<file path="src/rtl/assert_macros.svh">
// Assertion macros shared by the RTL files.
// Needs a clock named clk and an active-high reset named rst in scope.
`ifndef ASSERT_MACROS_SVH
`define ASSERT_MACROS_SVH

// same-cycle implication
`define ASSERT_IMP(label, ante, cons, msg) \
  label: assert property (@(posedge clk) disable iff (rst) (ante) |-> (cons)) else $error(msg);

// next-cycle implication
`define ASSERT_NXT(label, ante, cons, msg) \
  label: assert property (@(posedge clk) disable iff (rst) (ante) |=> (cons)) else $error(msg);

`endif

</file>
<file path="src/rtl/pce_pkg.sv">
// Package for the nuclear repulsion energy and forces core.
// Holds sizes, the atom storage word and the force saturation function.
package pce_pkg;

  localparam int MAX_ATOMS = 32;
  localparam int IDX_W     = $clog2(MAX_ATOMS);
  localparam int CNT_W     = $clog2(MAX_ATOMS + 1);

  localparam int COORD_W = 32;
  localparam int CHG_W   = 7;
  localparam int OIDX_W  = 5;
  localparam int FRC_W   = 48;
  localparam int NRG_W   = 47;
  localparam int FACC_W  = 62;
  localparam int EACC_W  = 56;
  localparam int MUL_W   = 33;
  localparam int RAD_W   = 66;
  localparam int ROOT_W  = 33;
  localparam int DEN_W   = 35;
  localparam int NUM_W   = 64;

  typedef struct packed {
    logic signed [COORD_W-1:0] x;
    logic signed [COORD_W-1:0] y;
    logic signed [COORD_W-1:0] z;
    logic [CHG_W-1:0]          charge;
    logic                      quantum;
  } atom_t;

  // Scale the summed force by Z and clamp to the signed 48-bit range.
  function automatic logic [FRC_W-1:0] sat_force(input logic signed [FACC_W-1:0] s,
                                                 input logic [CHG_W-1:0] z);
    logic [FACC_W-1:0] m;
    logic [53:0]       p;
    logic              neg;
    logic [FRC_W-1:0]  res;
    neg = s[FACC_W-1];
    m   = neg ? FACC_W'(-s) : FACC_W'(s);
    p   = 54'(m[46:0]) * 54'(z);
    if (z == '0 || m == '0) begin
      res = '0;
    end else if (m[FACC_W-1:47] != '0) begin
      res = neg ? {1'b1, 47'b0} : {1'b0, {47{1'b1}}};
    end else if (neg) begin
      if (p > 54'(48'h8000_0000_0000)) p = 54'(48'h8000_0000_0000);
      res = FRC_W'(-p[FRC_W-1:0]);
    end else begin
      if (p > 54'(48'h7FFF_FFFF_FFFF)) p = 54'(48'h7FFF_FFFF_FFFF);
      res = p[FRC_W-1:0];
    end
    return res;
  endfunction

endpackage

</file>
<file path="src/rtl/pce_div.sv">
// Restoring divider, one quotient bit per cycle.
// Uses pce_pkg for widths.
module pce_div (
  input  logic                  clk,
  input  logic                  rst,
  input  logic                  start,
  input  logic [pce_pkg::NUM_W-1:0] num,
  input  logic [pce_pkg::DEN_W-1:0] den,
  output logic                  busy,
  output logic                  done,
  output logic [pce_pkg::NUM_W-1:0] quot
);
  import pce_pkg::*;

  logic [NUM_W-1:0] num_sh;
  logic [DEN_W-1:0] rem;
  logic [DEN_W-1:0] dvs;
  logic [5:0]       cnt;
  logic [DEN_W:0]   rem_s;
  logic             ge;

  assign rem_s = {rem, num_sh[NUM_W-1]};
  assign ge    = rem_s >= {1'b0, dvs};

  always_ff @(posedge clk) begin
    if (rst) begin
      busy <= 1'b0;
      done <= 1'b0;
      cnt  <= '0;
    end else begin
      done <= 1'b0;
      if (start && !busy) begin
        busy <= 1'b1;
        cnt  <= '1;
      end else if (busy) begin
        cnt <= cnt - 6'd1;
        if (cnt == '0) begin
          busy <= 1'b0;
          done <= 1'b1;
        end
      end
    end
  end

  always_ff @(posedge clk) begin
    if (start && !busy) begin
      num_sh <= num;
      dvs    <= den;
      rem    <= '0;
      quot   <= '0;
    end else if (busy) begin
      num_sh <= {num_sh[NUM_W-2:0], 1'b0};
      rem    <= ge ? DEN_W'(rem_s - {1'b0, dvs}) : rem_s[DEN_W-1:0];
      quot   <= {quot[NUM_W-2:0], ge};
    end
  end

endmodule

</file>
<file path="config.mk">
export PLATFORM = sky130hd
export DESIGN_NAME = pce_div
export DESIGN_NICKNAME = d
export VERILOG_FILES = /design/src/rtl/assert_macros.svh /design/src/rtl/pce_pkg.sv /design/src/rtl/pce_div.sv
export SDC_FILE = /design/constraint.sdc
export NUM_CORES = 1
export LEC_CHECK = 0
export BUFFER_PORTS_ARGS = -buffer_cell sky130_fd_sc_hd__buf_2
export CAP_MARGIN = 40
export CORE_UTILIZATION = 39
export CTS_BUF_LIST = sky130_fd_sc_hd__clkbuf_8
export DETAILED_ROUTE_END_ITERATION = 10
export PLACE_DENSITY = 0.64
export SETUP_SLACK_MARGIN = 0.5
export SLEW_MARGIN = 30
export SYNTH_ARGS = -nofsm -noshare
export SYNTH_HDL_FRONTEND = slang
export SYNTH_SLANG_ARGS = --single-unit
</file>
<file path="constraint.sdc">
create_clock -name clk -period 2.9 [get_ports clk]
set_input_delay 0.29 -clock clk [delete_from_list [all_inputs] [get_ports clk]]
set_output_delay 0.29 -clock clk [all_outputs]
set_load 0.02 [all_outputs]
</file>
==> results.py <==
metrics = {
    "routing": {
        "wl_met2_um": 11400,
        "via_per_inst": 5.12,
        "vias": 7896,
        "wl_met1_um": 10400,
        "ant_nets": 0,
        "avgRoutedWirePerCell_um": 15.6,
        "wl_met3_um": 1550,
        "route.detailed.drc": 0,
        "highest_layer": "met5",
        "finalWirelength_um": 24000,
        "drtIter0Drc": 481,
        "dr.pass1.iters": 6,
    },
    "worst_setup_path": {
        "crit_family": "compound AO/OA/AOI/OAI gates",
        "endpoint_kind": "flop",
        "crit_chain": "inv_1 -> ha_2 -> fa_2 -> nand2b_4 -> a21oi_4 -> or2_4 -> a21oi_4 -> o211a_1 -> o31ai_4 -> buf_6 -> inv_6 -> and3_1 -> a211o_1",
        "worstPathRequired_ns": 3.33,
        "cp_max_fo": 8,
        "crit_path_frequent_cell": "a21oi_4",
        "critPathBufInv": 3,
        "r2r_slack_ns": 0.20,
        "critical_path_arrival_ns": 3.12,
        "cp_slowest_cell": "edfxtp_1",
        "cp-start-kind": "flop",
        "ff2ff_path_depth": 13,
        "critPathMaxStageDelay_ns": 0.35,
        "r2r-end": "rem[31]",
        "worstSetupPathType": "reg2reg",
        "r2r-start": "num_sh[63]",
    },
    "layout": {
        "area_delta_synth_final_pct": 29.0,
        "final_common_cell": "nand2_1",
        "drive_above_1_share_pct": 31.1,
        "nNetsFinal": 1330,
        "layout_common_cells": "nand2_1, buf_2, dfxtp_1",
    },
    "sta": {
        "finalSetupViolCount": 0,
        "min_period_ns": 2.70,
        "setup_tns_ns": 0,
        "max_freq_mhz": 371,
        "finalHoldViolCount": 0,
        "tightest_slew_ns": 0.687,
        "skew_ns": 0.0189,
        "slew_viol_final": 0,
        "max_slew_margin_pct": 54.2,
        "finalCritPeriodShare_pct": 93.0,
        "hold_ws_ns": 0.0343,
        "rsz0062_at_grt": "yes",
    },
    "global_route": {
        "antenna_found_initial": 1,
        "grt_overflow_total": 0,
        "grt_max_degree": 71,
        "grt_pass1_vias": 7733,
        "grt_use_total_pct": 18.0,
        "grt_first_pass_wirelength_um": 38100,
    },
    "floorplanning": {
        "io_pins": 168,
        "start_util_pct": 40.0,
        "die_area_mm2": 0.0258,
        "die_h_um": 161,
        "core_area_mm2": 0.0245,
        "placementRows": 57,
        "die_w_um": 161,
    },
    "power_and_ir_drop": {
        "p_seq_share_pct": 34.7,
        "powerDensity_mw_per_mm2": 840,
        "p_sw_share_pct": 33.0,
        "power_switching_mw": 3.51,
        "ir_drop_mv": 0.478,
        "p_clk_share_pct": 28.1,
        "power.leakage_nw": 5.25,
        "internal_power_mw": 7.14,
        "p_comb_share_pct": 37.2,
    },
    "status": {
        "outcome": "complete, no violations",
    },
    "logic_synthesis": {
        "synth-main-ff-cell": "dfxtp_1",
        "synth.cell_area_mm2": 0.00982,
        "synth_nets": 1104,
        "async_flop_share_pct": 0,
        "syn_area_per_cell_um2": 10.2,
        "synth_cell_types": 65,
        "netlist_instances": 964,
        "synth-seq-area-share_pct": 52.1,
        "synth_edf_count": 99,
        "yosys_warnings": 0,
        "ys_seq_elements": 206,
    },
    "flow_run": {
        "maxCapViolCount": 0,
    },
    "clock_tree": {
        "cts_sinks": 206,
        "cts_buffers": 37,
        "htreeDepth": 2,
        "clock_latency_ns": 0.54,
        "clockRootBuffer": "clkbuf_8",
        "cts.clk_slew.worst_paths_ns": 0.06,
        "cts_tree": "done",
        "cts_buffer_depth": 3,
    },
    "worst_hold_path": {
        "min-delay-start": "rst",
        "whs_path_depth": 2,
        "hp-class": "in2reg",
        "worstHoldEndpoint": "cnt[4]",
    },
    "place": {
        "place.gp.congestion": 0.851,
        "dp_hpwl_um": 15200,
        "numPortBuffers": 167,
    },
}
per-layer routing:
metal	global-route usage, %	vias up
met3	4.83	57
met4	7.27	2
li1	-	3889
met2	29.5	227
met1	22.5	3721
met5	0	-
per-stage QoR:
stage               cells  worst slack (ns)  cell area, um^2  power, mW  util [%]
floorplan             964             0.357             9860       6.14         -
global placement     1421             0.184            11100       6.84      45.1
detailed placement   1421             0.122            11100       6.88      45.1
CTS                  1537             0.153            12400       10.4      50.7
global route         1541            0.0669            12700       11.2      51.6
finish               1542             0.204            12700       10.6      51.7
what timing repair did:
| item | in CTS | in global routing |
|---|---|---|
| buffers inserted | 13 | 2 |
| hold buffers | 35 | 0 |
| endpoints found under the setup margin | 37 | 37 |
| cloned | 2 | 2 |
| hold endpoints to repair | 35 | 0 |
| pin swaps | 12 | 17 |
| gates resized for setup | 20 | 42 |
synth_stat cells, drive strengths merged (6+ instances only):
master | instances | area (um^2)
nand3 | 18 | 95.1
mux2i | 25 | 250
a21o | 14 | 105
nand4 | 8 | 50.1
a31oi | 8 | 50.1
dfxtp | 107 | 2140
mux2 | 63 | 709
xnor2 | 23 | 201
o211ai | 6 | 45.0
nor2 | 20 | 75.1
a211oi | 6 | 45.0
o31ai | 6 | 58.8
nor3 | 11 | 55.1
ha | 37 | 463
buf | 21 | 124
a21oi | 51 | 267
clkbuf | 33 | 125
and3 | 8 | 50.1
inv | 47 | 176
nand2 | 180 | 676
xor2 | 6 | 52.6
o21ai | 110 | 551
edfxtp | 99 | 2970
power groups by stage:
stage | clock network, mW | logic [mW] | registers [mW]
finish | 2.99 | 3.96 | 3.70
global route | 3.22 | 4.28 | 3.75
CTS | 3.08 | 3.60 | 3.68
detailed placement | 0 | 3.15 | 3.74
global placement | 0 | 3.11 | 3.73
floorplan | 0 | 2.46 | 3.68
how the worst max path moves through the flow:
stage | from | endpoint | slack (ns) | depth (start not counted)
6_report | num_sh[63] | rem[31] | 0.20 | 13
5_1_grt | dvs[16] | rem[23] | 0.07 | 11
4_1_cts | num_sh[63] | rem[21] | 0.15 | 13
3_5_place_dp | num_sh[63] | rem[23] | 0.12 | 12
3_3_place_gp | num_sh[63] | rem[23] | 0.18 | 12
2_1_floorplan | num_sh[63] | rem[23] | 0.36 | 12
registers in the layout, summed over array words and instances, names as in the netlist:
| register | cells |
|---|---|
| num_sh | 64 |
| quot | 64 |
| dvs | 35 |
| rem | 35 |
| cnt | 6 |
| busy | 1 |
| done | 1 |
kinds of logic after synthesis:
group | share of synthesized area, %
muxes | 9.77
buffers and inverters | 4.33
AOI/OAI and AO/OA | 14.3
adders and majority gates | 4.92
and+or+nand+nor | 12.0
xor gates and xnor gates | 2.59
DFF | 52.1
cell type report:
class	count	area [um^2]
antenna	1	2.50
clock buffer	44	606
clock inverter	22	204
fill	2303	11900
inverter	47	185
multi-input combinational	657	4530
sequential	206	5120
tap	324	405
timing repair buffer	241	1620
worst reg2reg max path, cell delays in order, from the launching register on:
cell and delay [ns]:
edfxtp_1 0.35, inv_1 0.05, ha_2 0.19, fa_2 0.34
nand2b_4 0.16, a21oi_4 0.12, or2_4 0.14, a21oi_4 0.05
o211a_1 0.26, o31ai_4 0.26, buf_6 0.21, inv_6 0.06
and3_1 0.14, a211o_1 0.26
Note: power is estimated with default switching activity, not from simulation.
