$ cat config.mk
export PLATFORM = sky130hd
export DESIGN_NAME = pce_sqrt
export DESIGN_NICKNAME = d
export VERILOG_FILES = /design/src/rtl/assert_macros.svh /design/src/rtl/pce_pkg.sv /design/src/rtl/pce_sqrt.sv
export SDC_FILE = /design/constraint.sdc
export NUM_CORES = 1
export LEC_CHECK = 0
export BUFFER_PORTS_ARGS = -buffer_cell sky130_fd_sc_hd__buf_4
export CORE_MARGIN = 2
export CORE_UTILIZATION = 45
export CTS_CLUSTER_SIZE = 30
export DETAILED_ROUTE_END_ITERATION = 12
export PLACE_DENSITY = 0.67
export SLEW_MARGIN = 20
export SYNTH_ARGS = -nofsm -noshare
export SYNTH_HDL_FRONTEND = slang
export SYNTH_SLANG_ARGS = --single-unit
$ cat constraint.sdc
create_clock -name clk -period 2.4 [get_ports clk]
set_input_delay 0.24 -clock clk [delete_from_list [all_inputs] [get_ports clk]]
set_output_delay 0.24 -clock clk [all_outputs]
set_load 0.02 [all_outputs]
$ cat src/rtl/assert_macros.svh
// Assertion macros shared by the RTL files.
// Needs a clock named clk and an active-high reset named rst in scope.
`ifndef ASSERT_MACROS_SVH
`define ASSERT_MACROS_SVH

// same-cycle implication
`define ASSERT_IMP(label, ante, cons, msg) \
  label: assert property (@(posedge clk) disable iff (rst) (ante) |-> (cons)) else $error(msg);

// next-cycle implication
`define ASSERT_NXT(label, ante, cons, msg) \
  label: assert property (@(posedge clk) disable iff (rst) (ante) |=> (cons)) else $error(msg);

`endif

$ cat src/rtl/pce_pkg.sv
// Package for the nuclear repulsion energy and forces core.
// Holds sizes, the atom storage word and the force saturation function.
package pce_pkg;

  localparam int MAX_ATOMS = 32;
  localparam int IDX_W     = $clog2(MAX_ATOMS);
  localparam int CNT_W     = $clog2(MAX_ATOMS + 1);

  localparam int COORD_W = 32;
  localparam int CHG_W   = 7;
  localparam int OIDX_W  = 5;
  localparam int FRC_W   = 48;
  localparam int NRG_W   = 47;
  localparam int FACC_W  = 62;
  localparam int EACC_W  = 56;
  localparam int MUL_W   = 33;
  localparam int RAD_W   = 66;
  localparam int ROOT_W  = 33;
  localparam int DEN_W   = 35;
  localparam int NUM_W   = 64;

  typedef struct packed {
    logic signed [COORD_W-1:0] x;
    logic signed [COORD_W-1:0] y;
    logic signed [COORD_W-1:0] z;
    logic [CHG_W-1:0]          charge;
    logic                      quantum;
  } atom_t;

  // Scale the summed force by Z and clamp to the signed 48-bit range.
  function automatic logic [FRC_W-1:0] sat_force(input logic signed [FACC_W-1:0] s,
                                                 input logic [CHG_W-1:0] z);
    logic [FACC_W-1:0] m;
    logic [53:0]       p;
    logic              neg;
    logic [FRC_W-1:0]  res;
    neg = s[FACC_W-1];
    m   = neg ? FACC_W'(-s) : FACC_W'(s);
    p   = 54'(m[46:0]) * 54'(z);
    if (z == '0 || m == '0) begin
      res = '0;
    end else if (m[FACC_W-1:47] != '0) begin
      res = neg ? {1'b1, 47'b0} : {1'b0, {47{1'b1}}};
    end else if (neg) begin
      if (p > 54'(48'h8000_0000_0000)) p = 54'(48'h8000_0000_0000);
      res = FRC_W'(-p[FRC_W-1:0]);
    end else begin
      if (p > 54'(48'h7FFF_FFFF_FFFF)) p = 54'(48'h7FFF_FFFF_FFFF);
      res = p[FRC_W-1:0];
    end
    return res;
  endfunction

endpackage

$ cat src/rtl/pce_sqrt.sv
// Integer square root, two radicand bits per cycle.
// Uses pce_pkg for widths.
module pce_sqrt (
  input  logic                   clk,
  input  logic                   rst,
  input  logic                   start,
  input  logic [pce_pkg::RAD_W-1:0]  rad,
  output logic                   busy,
  output logic                   done,
  output logic [pce_pkg::ROOT_W-1:0] root
);
  import pce_pkg::*;

  logic [RAD_W-1:0] rad_sh;
  logic [33:0]      rem;
  logic [5:0]       cnt;
  logic [35:0]      rem_s;
  logic [35:0]      trial;
  logic             ge;

  // remainder never exceeds twice the root, so 34 bits carry it
  assign rem_s = {rem, rad_sh[RAD_W-1 -: 2]};
  assign trial = {1'b0, root, 2'b01};
  assign ge    = rem_s >= trial;

  always_ff @(posedge clk) begin
    if (rst) begin
      busy <= 1'b0;
      done <= 1'b0;
      cnt  <= '0;
    end else begin
      done <= 1'b0;
      if (start && !busy) begin
        busy <= 1'b1;
        cnt  <= 6'(RAD_W / 2 - 1);
      end else if (busy) begin
        cnt <= cnt - 6'd1;
        if (cnt == '0) begin
          busy <= 1'b0;
          done <= 1'b1;
        end
      end
    end
  end

  always_ff @(posedge clk) begin
    if (start && !busy) begin
      rad_sh <= rad;
      rem    <= '0;
      root   <= '0;
    end else if (busy) begin
      rad_sh <= {rad_sh[RAD_W-3:0], 2'b00};
      rem    <= ge ? 34'(rem_s - trial) : rem_s[33:0];
      root   <= {root[ROOT_W-2:0], ge};
    end
  end

endmodule

==> results <==
- The post-synthesis share of cell area spent on full adders, half adders and majority gates is under 10%.
- The element type at the critical path start is a flop.
- The post-synthesis cell area is about 7500 µm².
- The initial antenna violation count is 0.
- In this design, the stage delay of the slowest critical-path cell is ~0.35 ns.
- The highest-delay cell along the critical path is dfxtp_4.
- The number of buffers created by CTS is 17.
- Synthesis produced 723 cells.
- Overall power consumption after layout is estimated at between 10 and 15 mW.
- The number of fillers in the final layout is 1,265.
- The repair_antennas step left the layout with diodes totalling 0.
- The number of register bits inferred by synthesis is 141.
- The detailed router finished its first iteration with about 290 violations.
- The height of the die is 133 µm.
- Detailed placement ended at an HPWL of 13.2 mm.
- The setup path with the least slack is of type flop to flop.
- CTS placed an instance of clkbuf_16 at the clock tree root.
- The share of cells above drive strength 1 is 46.0%.
- Of the available clock period, the critical path in the final layout requires 110%.
- For the pin with the worst max-slew slack, the measured transition is a little over 1 ns.
- STA classifies the critical path endpoint as a flop.
- The first global-routing pass estimated ~31 mm of wire.
- For the final routed database, the setup TNS stands at -6.57 ns.
- The final standard cell area without fillers is 10,800 µm².
- The data required time of the critical path is 2.65 ns.
- The number of hold-repair buffers added at the cts stage is 0.
- Broken down by cell family, the worst path's largest delay share belongs to compound AO/OA/AOI/OAI gates.
- The worst vdd rail ir drop is between 0.9 and 1 mV.
- The post-detailed-routing wire length is around 19 mm.
- The final global-route overflow total is 0.
- The number of nets produced by synthesis is 829.
- For this run, asynchronously set or reset flops after synthesis account for 0%.
- The number of warning messages in the yosys log is 0.
- The die covers 17,700 µm².
- Dividing the detail-routed via count by the number of cells gives between 5 and 6.
- The largest net degree at the start of global routing is 64.
- Of the total synthesized cell area, the portion taken by XOR and XNOR cells is 3.97%.
- The run finished, with violations left.
- For this configuration, the core starts out at a cell density of 45.7%.
- Counting every sink on the clock net gives 141.
- Measured against the total synthesized area, the mux share comes to between 10% and 20%.
- Traced cell by cell, the critical path runs through inv_4 > ha_4 > a21oi_4 > o2111ai_2 > a221o_1 > a221o_1 > a211oi_2 > o31a_2 > buf_12 > buf_12 > mux2i_2 > o22ai_1.
- The initialized floorplan defines 47 standard-cell rows.
- The worst-case clock buffer depth is 2.
- Global routing consumed, over all layers together, 21.8% of the routing resources.
- The post-CTS clock slew at the launch and capture registers of the worst setup and hold paths is ~0.060 ns.
- The number of pins with negative max-slew slack in the final report is 0.
- The final layout contains ~1.1k nets.
- The arrival time at the worst endpoint is 2.90 ns.
- The post-synthesis share of cell area spent on and, or, nand and nor gates is 9.63%.
- After detailed routing, the number of remaining DRC violations is 0.
- Buffers placed on the I/O ports in this run total between 100 and 150.
- The smallest clock period supported by the final layout is computed as 2.65 ns.
- The final reports fail on negative setup slack.
- For the worst-skew pair, the clock arrives at the later sink with an insertion delay of 0.42 ns.
- The number of I/O pins is 104.
- Summing the areas of all compound-gate instances in the mapped netlist gives between 15 and 20% of the synthesized area.
- The post-layout worst setup margin is -0.251 ns.
- Summing over every cut layer, the via total after detailed routing is 6,377.
- The clock tree skew after final layout is 0.00829 ns.
- The leakage power total is 4.43 nW.
- The total placed instance area is 9820 µm².
- Derived from the worst setup path, the maximum achievable clock frequency is 0.377 GHz.
- TritonCTS built the clock tree.
- The area growth from synthesis to layout is 43.7%.
- The average detailed-routed wire length per instance is 15.8 µm.
- The final estimated routing congestion in global placement is 0.919.
- The via count of the first global-routing pass was 6,467.
- Setup repair after global routing could not meet its margin everywhere.
- The die is 133 µm wide.
- The sequential cell area fraction in the yosys report is 46.4%.
- The per-instance average area after synthesis is 10.4 µm².
- The pre-antenna-repair detailed-routing pass consisted of 5 iterations.
- The number of buffers and inverters on the critical path is 3.
- The hold violation total from the final report is 0.
- The most used flip-flop cell after synthesis is dfxtp_1.
- The worst-path maximum fanout is 9.
- The total area inside the core boundary comes to 16,400 µm².
- The level count of the clock H-tree is 4.
- The max-cap violation count is 0.
- The path type of the worst min-delay path is input pin to flop.
- The cell area power density is 1230 nW/µm².
- The synthesized design contains 66 enable-type register cells.
- The final number of setup-violating endpoints is 35.
- The number of nets with antenna violations after detailed routing is 0.
- The combinational family with the most area after synthesis is compound AO/OA/AOI/OAI gates.
- In this run the tightest slew margin relative to its limit is 32.8%.
- The count of unique library cells instantiated by Yosys is between 60 and 70.
[metrics by stage]
stage / hold slack (ns) / setup slack (ns) / util, % / std cells
after detailed placement: 0.468 / -0.294 / 59.8 / 1152
after global placement: 0.453 / -0.215 / 59.8 / 1152
after CTS: 0.0234 / -0.297 / 65.3 / 1196
final: 0.0423 / -0.251 / 65.7 / 1197
after floorplan: 0.438 / -0.0667 / - / 723
after global routing: 0.0318 / -0.352 / 65.7 / 1197
[report_power, final]
group | leakage, nW | switching [mW] | total (mW) | internal (mW)
Sequential | 1.29 | 0.205 | 3.16 | 2.95
Combinational | 2.83 | 3.41 | 7.27 | 3.87
Clock | 0.305 | 1.09 | 2.86 | 1.77
[cell type report]
class | count | area [µm²] | share of cell area [%]
Multi-Input combinational cell | 493 | 3990 | 37.1
Sequential cell | 141 | 3540 | 32.9
Timing Repair Buffer | 264 | 2140 | 19.9
Clock buffer | 18 | 429 | 3.98
Tap cell | 220 | 275 | 2.55
Clock inverter | 14 | 210 | 1.95
Inverter | 47 | 185 | 1.72
[state kept, by name, summed over array words and instances (netlist names)]
signal / count
rem: 34
root: 33
done: 1
rad_sh: 66
busy: 1
cnt: 6
[worst paths after layout]
path         depth (start not counted)      end  slack, ns  startpoint
min reg2reg                          2  rem[10]       0.48     rem[10]
max                                 12  rem[20]      -0.25    root[15]
min                                  2     done       0.04         rst
max reg2reg                         12  rem[20]      -0.25    root[15]
[synth_stat cells, drive strengths merged, types with 4 or more instances]
| cell type | number | share of area, % |
|---|---|---|
| a211oi | 6 | 0.73 |
| a21o | 10 | 1.0 |
| a21oi | 33 | 2.4 |
| a31oi | 6 | 0.50 |
| a32oi | 10 | 1.2 |
| and3 | 6 | 0.50 |
| buf | 17 | 1.4 |
| clkbuf | 26 | 1.3 |
| dfxtp | 75 | 20 |
| edfxtp | 66 | 26 |
| ha | 37 | 6.2 |
| inv | 47 | 2.4 |
| mux2 | 64 | 9.6 |
| mux2i | 12 | 1.6 |
| nand2 | 78 | 3.9 |
| nand2b | 4 | 0.43 |
| nand3 | 15 | 1.0 |
| nand4 | 8 | 0.67 |
| nor2 | 19 | 0.95 |
| nor3 | 10 | 0.67 |
| o21a | 4 | 0.40 |
| o21ai | 40 | 2.7 |
| o21bai | 4 | 0.40 |
| o22ai | 4 | 0.33 |
| o311ai | 11 | 1.3 |
| o31ai | 35 | 3.5 |
| xnor2 | 25 | 2.9 |
| xor2 | 9 | 1.1 |
[cells by family (layout without fill, tap and decap cells)]
group,after synthesis,after routing
AO/OA/AOI/OAI,189,189
AND/OR/NAND/NOR,156,157
flip-flops,141,141
buffers and inverters,90,343
multiplexers,76,76
adder cells (fa/ha/maj),37,37
XOR/XNOR,34,34
[worst register-to-register path: stages, from the launching register on]
cell and delay, ns:
dfxtp_4 0.35, inv_4 0.04, ha_4 0.22, a21oi_4 0.15, o2111ai_2 0.12, a221o_1 0.34, a221o_1 0.35, a211oi_2 0.17
o31a_2 0.18, buf_12 0.13, buf_12 0.14, mux2i_2 0.21, o22ai_1 0.08
[layout by cell type, fill, tap and decap left out, drive strengths merged, types with 8 or more instances in the layout]
cell type / instances
buf: 264
nand2: 78
dfxtp: 75
edfxtp: 66
mux2: 64
inv: 50
o21ai: 40
ha: 37
o31ai: 35
a21oi: 33
xnor2: 25
nor2: 19
clkbuf: 18
nand3: 15
mux2i: 12
o311ai: 11
a21o: 10
nor3: 10
a32oi: 10
xor2: 9
nand4: 8
[layer usage]
layer / share of wire, % / up-vias / track usage, %
met5: 0 / - / 0
met4: 1.3 / 0 / 6.26
met3: 5.6 / 20 / 6.20
met2: 50 / 160 / 37.7
met1: 44 / 3029 / 26.6
li1: - / 3168 / -
[repair_timing]
action | in CTS | in global routing
pin swaps | 14 | 9
setup endpoints to repair | 35 | 35
gates cloned | 3 | 1
resized for setup | 20 | 18
buffers inserted | 9 | 1
(Power assumes the default switching activity.)
